### src/hw/rtl/dual_motor_encoder_drive_core_defines.svh
// assertion macros for the dual motor encoder drive core
// no dependencies; included by files that carry concurrent checks
`ifndef DUAL_MOTOR_ENCODER_DRIVE_CORE_DEFINES_SVH
`define DUAL_MOTOR_ENCODER_DRIVE_CORE_DEFINES_SVH

// same-cycle implication, disabled in reset
`define DMED_ASSERT_NOW(label, clk, rst, ante, cons, msg) \
  label: assert property (@(posedge clk) disable iff (rst) (ante) |-> (cons)) else $error(msg);

// next-cycle implication, disabled in reset
`define DMED_ASSERT_NEXT(label, clk, rst, ante, cons, msg) \
  label: assert property (@(posedge clk) disable iff (rst) (ante) |=> (cons)) else $error(msg);

`endif

### src/hw/rtl/dmed_pkg.sv
// shared types, codes and arithmetic helpers for the dual motor encoder drive
// no dependencies
package dmed_pkg;

  // default encoder counter width
  localparam int COUNT_WIDTH_DEF = 32;

  // field widths
  localparam int OP_W     = 2;
  localparam int VOLT_W   = 17;
  localparam int DB_W     = 8;
  localparam int BAL_W    = 9;
  localparam int GAIN_W   = 24;
  localparam int DUTY_W   = 8;
  localparam int SPEED_W  = 32;
  localparam int CFG_IDX_W = 2;
  localparam int CFG_DATA_W = 24;

  // count difference after clamping to +/- 2^31
  localparam int DIFF_W   = 33;
  localparam int PROD_W   = DIFF_W + GAIN_W + 1;
  localparam int TERM_W   = DIFF_W + BAL_W;
  localparam int VAL_W    = TERM_W + 1;

  // item kinds
  typedef enum logic [OP_W-1:0] {
    OP_LEFT_EDGE  = 2'd0,
    OP_RIGHT_EDGE = 2'd1,
    OP_SAMPLE     = 2'd2,
    OP_DRIVE      = 2'd3
  } op_e;

  // configuration register indexes
  typedef enum logic [CFG_IDX_W-1:0] {
    REG_LEFT_DEADBAND  = 2'd0,
    REG_RIGHT_DEADBAND = 2'd1,
    REG_BALANCE_FACTOR = 2'd2,
    REG_VELOCITY_GAIN  = 2'd3
  } cfg_reg_e;

  // one motor's drive state
  typedef struct packed {
    logic              rev;
    logic [DUTY_W-1:0] duty;
  } drive_t;

  // saturate a speed product to 32-bit signed
  function automatic logic signed [SPEED_W-1:0] sat_speed(
    input logic signed [PROD_W-1:0] p
  );
    logic signed [SPEED_W-1:0] r;
    if (!p[PROD_W-1] && (p[PROD_W-2:SPEED_W-1] != '0)) begin
      r = {1'b0, {(SPEED_W-1){1'b1}}};
    end else if (p[PROD_W-1] && (p[PROD_W-2:SPEED_W-1] != '1)) begin
      r = {1'b1, {(SPEED_W-1){1'b0}}};
    end else begin
      r = p[SPEED_W-1:0];
    end
    return r;
  endfunction

  // deadband and saturation; zero counts as reverse
  function automatic drive_t drive_side(
    input logic signed [VAL_W-1:0] val,
    input logic [DB_W-1:0]         db
  );
    logic signed [VAL_W:0] mag;
    logic signed [VAL_W:0] dbx;
    drive_t r;
    dbx = (VAL_W+1)'($signed({1'b0, db}));
    if (val > 0) begin
      mag   = (VAL_W+1)'(val) + dbx;
      r.rev = 1'b0;
    end else begin
      mag   = dbx - (VAL_W+1)'(val);
      r.rev = 1'b1;
    end
    if (mag > (VAL_W+1)'(255)) begin
      r.duty = '1;
    end else begin
      r.duty = mag[DUTY_W-1:0];
    end
    return r;
  endfunction

endpackage

### src/hw/rtl/dmed_diff.sv
// wrapped count difference read as signed, clamped to +/- 2^31
// depends on dmed_pkg
module dmed_diff #(
  parameter int COUNT_WIDTH = dmed_pkg::COUNT_WIDTH_DEF
) (
  input  logic [COUNT_WIDTH-1:0]               minuend,
  input  logic [COUNT_WIDTH-1:0]               subtrahend,
  output logic signed [dmed_pkg::DIFF_W-1:0]   diff
);
  import dmed_pkg::*;

  localparam int EW = (COUNT_WIDTH > DIFF_W) ? COUNT_WIDTH : DIFF_W;
  localparam logic signed [EW-1:0] LIM_HI = {{(EW-32){1'b0}}, 1'b1, 31'b0};
  localparam logic signed [EW-1:0] LIM_LO = -LIM_HI;

  logic [COUNT_WIDTH-1:0] raw;
  logic signed [EW-1:0]   ext;

  // modular difference, sign extended
  assign raw = minuend - subtrahend;
  assign ext = EW'($signed(raw));

  // clamp only bites for counters wider than 32 bits
  always_comb begin
    if (ext > LIM_HI) begin
      diff = LIM_HI[DIFF_W-1:0];
    end else if (ext < LIM_LO) begin
      diff = LIM_LO[DIFF_W-1:0];
    end else begin
      diff = ext[DIFF_W-1:0];
    end
  end

endmodule

### config.mk
export PLATFORM = sky130hd
export DESIGN_NAME = dmed_diff
export DESIGN_NICKNAME = d
export VERILOG_FILES = /design/src/hw/rtl/dual_motor_encoder_drive_core_defines.svh /design/src/hw/rtl/dmed_pkg.sv /design/src/hw/rtl/dmed_diff.sv
export SDC_FILE = /design/constraint.sdc
export NUM_CORES = 1
export LEC_CHECK = 0
export ABC_AREA = 1
export BUFFER_PORTS_ARGS = -buffer_cell sky130_fd_sc_hd__buf_2
export CORE_ASPECT_RATIO = 1.4
export CORE_MARGIN = 2
export CORE_UTILIZATION = 53
export DETAILED_ROUTE_END_ITERATION = 8
export PLACE_DENSITY = 0.85
export SLEW_MARGIN = 20
export SYNTH_ARGS = -nofsm -noshare
export SYNTH_HDL_FRONTEND = slang
export SYNTH_SLANG_ARGS = --single-unit
### constraint.sdc
create_clock -name vclk -period 3
set_input_delay 0.6 -clock vclk [all_inputs]
set_output_delay 0.6 -clock vclk [all_outputs]
set_load 0.05 [all_outputs]
=== Word level (Yosys, flattened, before mapping) ===
Cells that the tools add are included.

* Output and inout port bits: 33
* Word-level logic and storage cells: 5
* Register bits: 0
* Input port bits: 64

* Magnitude comparators: 2
* Add/sub/neg operators: 1
* Mux-type cells: 2

{| class="wikitable"
|+ Operators by type and width
! cell !! number
|-
| $mux 33 || 2
|-
| $gt 32x33->1 const B || 1
|-
| $lt 32x32->1 const B || 1
|-
| $sub 32x32->32 || 1
|}

=== Logic depth before layout (Yosys ltp) ===
* Word-level depth: 4
* Gate-level depth with buffers: 14
* Depth with buffers taken out: 13

=== Least setup slack after synthesis ===
Ideal clock, no wire load.

* Path kind: input -> output
* Start point: in minuend[0]
* End point: out diff[12] (netlist bit)
* Data required time: 2.400 ns
* Arrival time: 2.451 ns
* Slack: -0.051 ns
* Cell stages on the path: 9
* Cells stage by stage: inv_1 -> ha_1 -> fa_1 -> inv_1 -> nand3_1 -> nand3_1 -> nand3_1 -> nand3_1 -> xor2_1

* Word-level cells in the longest chain between the ends: 4

{| class="wikitable"
|+ RTL lines
! what !! RTL line !! source
|-
| from (decl) || dmed_diff.sv:6 || <nowiki>input logic [COUNT_WIDTH-1:0] minuend,</nowiki>
|-
| $sub 32x32->32 * || dmed_diff.sv:20 || <nowiki>assign raw = minuend - subtrahend;</nowiki>
|-
| $lt 32x32->1 || dmed_diff.sv:27 || <nowiki>end else if (ext < LIM_LO) begin</nowiki>
|-
| $mux 33 || dmed_diff.sv:27 ||
|-
| $mux 33 * || dmed_diff.sv:25 || <nowiki>if (ext > LIM_HI) begin</nowiki>
|-
| to (decl) || dmed_diff.sv:8 || <nowiki>output logic signed [dmed_pkg::DIFF_W-1:0] diff</nowiki>
|}

Every way passes the cells marked *; elsewhere a longest branch is shown, timed or not.

=== Worst setup path in the final report ===
* Start point: in minuend[0]
* End point: out diff[28] (netlist bit)

Same word-level chain as after synthesis.

==> out/results.tsv <==
stage	metric	value	unit
cells_and_area	final net count	733	
timing	actual slew at the worst max-slew pin	0.273	ns
critical_path	critical path class	primary input to primary output	
critical_path	CP max FO	3	
timing	final period utilization	95.5	%
global_routing	number of global-route vias before repair	3013	
clocking	cts hold-fix bufs	0	
placement	IO Port Bufs	97	
critical_path	critical path capture point type	primary output	
timing	Setup-failing EPs final	0	
global_routing	first-pass GRT wire length	12.3	mm
yosys	Synth top area share	34.3	%
placement	dpl hpwl	6.58	mm
cells_and_area	num sequential	0	
global_routing	initial antenna violation count	0	
route	vias	3246	
route	Pre-antenna DRT Iters	4	
timing	RSZ-0062 raised after global routing	false	
global_routing	largest net degree at the start of global routing	7	
die	height of the die	85.4	µm
placement	Final Wtd Congestion	0.936	
timing	Slew Limit Headroom	81.8	%
cells_and_area	diodes inserted	0	
cells_and_area	register area	0	µm²
cells_and_area	Area Overhead vs Synth	24.8	%
power	leak pwr	2.33	nW
route	post-DR wirelength/cell	10.3	µm
yosys	Yosys warnings	0	
route	via/cell ratio	4.66	
power	peak supply drop	0.000253	V
route	# DRC	0	
global_routing	Total Routing Usage GR	27.5	%
die	row count	29	
die	die area	5300	µm²
die	Initial Utilization	55.3	%
yosys	register area share after synthesis	0	%
yosys	Avg Cell Area, Syn	4.68	µm²
status	status	finished clean	
timing	post-route minimum period	2.87	ns
cells_and_area	Final Util	69.0	%
route	Final ANT Viol Nets	0	
yosys	mapped cell area	2510	µm²
yosys	Mapped Cells	536	
die	Horiz. Die Dim	62.1	µm
die	CORE AREA	4540	µm²
route	final wirelength	7.20	mm
die	I/O Pins	97	
route	1st-iter DRT viols	131	
yosys	Synth cell types	19	
route	met3 wire len	333	µm
worst_hold_path	Min-Delay Path Class	primary input to primary output	
timing	Hold WS	1.62	ns
timing	fmax	0.349	GHz
yosys	Synth area leaders	nand2_1, inv_1, ha_1, nor2_1, nand3_1	
yosys	Mapped Nets	632	
global_routing	total grt overflow	0	
critical_path	Worst EP required	2.40	ns
route	wl on met1	2.81	mm
cells_and_area	clkbuf count	0	
critical_path	Startpoint Class	primary input	
timing	Fin. Hold Viols	0	
flow_run	maxcap violations	0	
power	pwr/cell area	297	nW/µm²
critical_path	CP Data Arrival Time	2.27	ns
cells_and_area	Filler cells	486	
route	highest metal used	met4	
yosys	Synth area leader	nand2_1	
cells_and_area	layout cells sized above 1	18.3	%
timing	Pins Over Slew Limit	0	
route	met2 WL	3.83	mm
## logic make-up after synthesis
| family | count (synthesis) | synth area share, % |
|---|---|---|
| buf+inv | 150 | 22.6 |
| simple gates | 314 | 50.3 |
| xor+xnor | 15 | 5.24 |
| fa+ha+maj | 32 | 16.3 |
| compound gates | 25 | 5.54 |
## layout make-up
cell class | count | area (µm²) | area share [%]
multi-input combinational | 386 | 1970 | 62.8
inverter | 149 | 559 | 17.9
timing repair buffer | 100 | 526 | 16.8
tap | 62 | 77.6 | 2.48
## layout by cell type, fill, tap and decap left out
| cell type | instances |
|---|---|
| or2_1 | 1 |
| buf_2 | 90 |
| xnor2_1 | 2 |
| buf_4 | 8 |
| xor2_2 | 2 |
| xor2_1 | 11 |
| and2_1 | 1 |
| nand2_2 | 8 |
| a21oi_1 | 21 |
| inv_1 | 149 |
| fa_2 | 1 |
| o21bai_2 | 1 |
| nand2_1 | 229 |
| ha_2 | 1 |
| clkbuf_4 | 2 |
| nor3_1 | 2 |
| nand3_1 | 24 |
| a21o_1 | 1 |
| nor2_1 | 41 |
| nand3_2 | 3 |
| nand4_1 | 5 |
| ha_1 | 30 |
| o21bai_1 | 2 |
## final timing paths
kind	start	to	depth (start not counted)
worst min-delay path	subtrahend[0]	diff[0]	4
worst max-delay path	minuend[0]	diff[28]	14
## power breakdown
group / total (W) / internal [W] / switching, W
logic: 0.000929 / 0.000270 / 0.000659
registers: 0 / 0 / 0
clock network: 0 / 0 / 0
## metal layers
layer | vias to the layer above | track usage, %
li1 | 1762 | -
met1 | 1365 | 27.3
met2 | 105 | 59.0
met3 | 14 | 1.86
met4 | 0 | 8.48
met5 | - | 0
## worst max-delay path, cell delays in order
cell	delay, ns
buf_2	0.08
inv_1	0.04
ha_1	0.22
fa_2	0.38
inv_1	0.09
nand3_1	0.06
nand3_1	0.12
nand3_1	0.10
nand3_2	0.11
nand2_1	0.10
nand2_1	0.07
nand2_1	0.05
nand2_1	0.06
buf_4	0.19
## cells in the mapped netlist, drive strengths merged
master	count
and2	1
fa	1
inv	149
xnor2	2
nor3	2
nor2	41
ha	31
nand4	5
xor2	13
buf	1
nand3	27
o21bai	3
a21oi	21
a21o	1
or2	1
nand2	237
## metrics by stage
| step | setup WS (ns) | power (W) | setup TNS, ns | area, µm² | cells |
|---|---|---|---|---|---|
| 2_1_floorplan | 0.0472 | 0.000698 | 0 | 2520 | 536 |
| 3_3_place_gp | 0.0509 | 0.000906 | 0 | 3100 | 697 |
| 3_5_place_dp | -0.0220 | 0.000916 | -0.0255 | 3100 | 697 |
| 4_1_cts | 0.0141 | 0.000922 | 0 | 3110 | 697 |
| 5_1_grt | 0.00940 | 0.00101 | 0 | 3130 | 697 |
| 6_report | 0.134 | 0.000929 | 0 | 3130 | 697 |
## what timing repair did
action	CTS	global route
buffers inserted	0	0
resized for setup	2	11
setup endpoints to repair	2	10
Note: power is estimated with default switching activity, not from simulation.
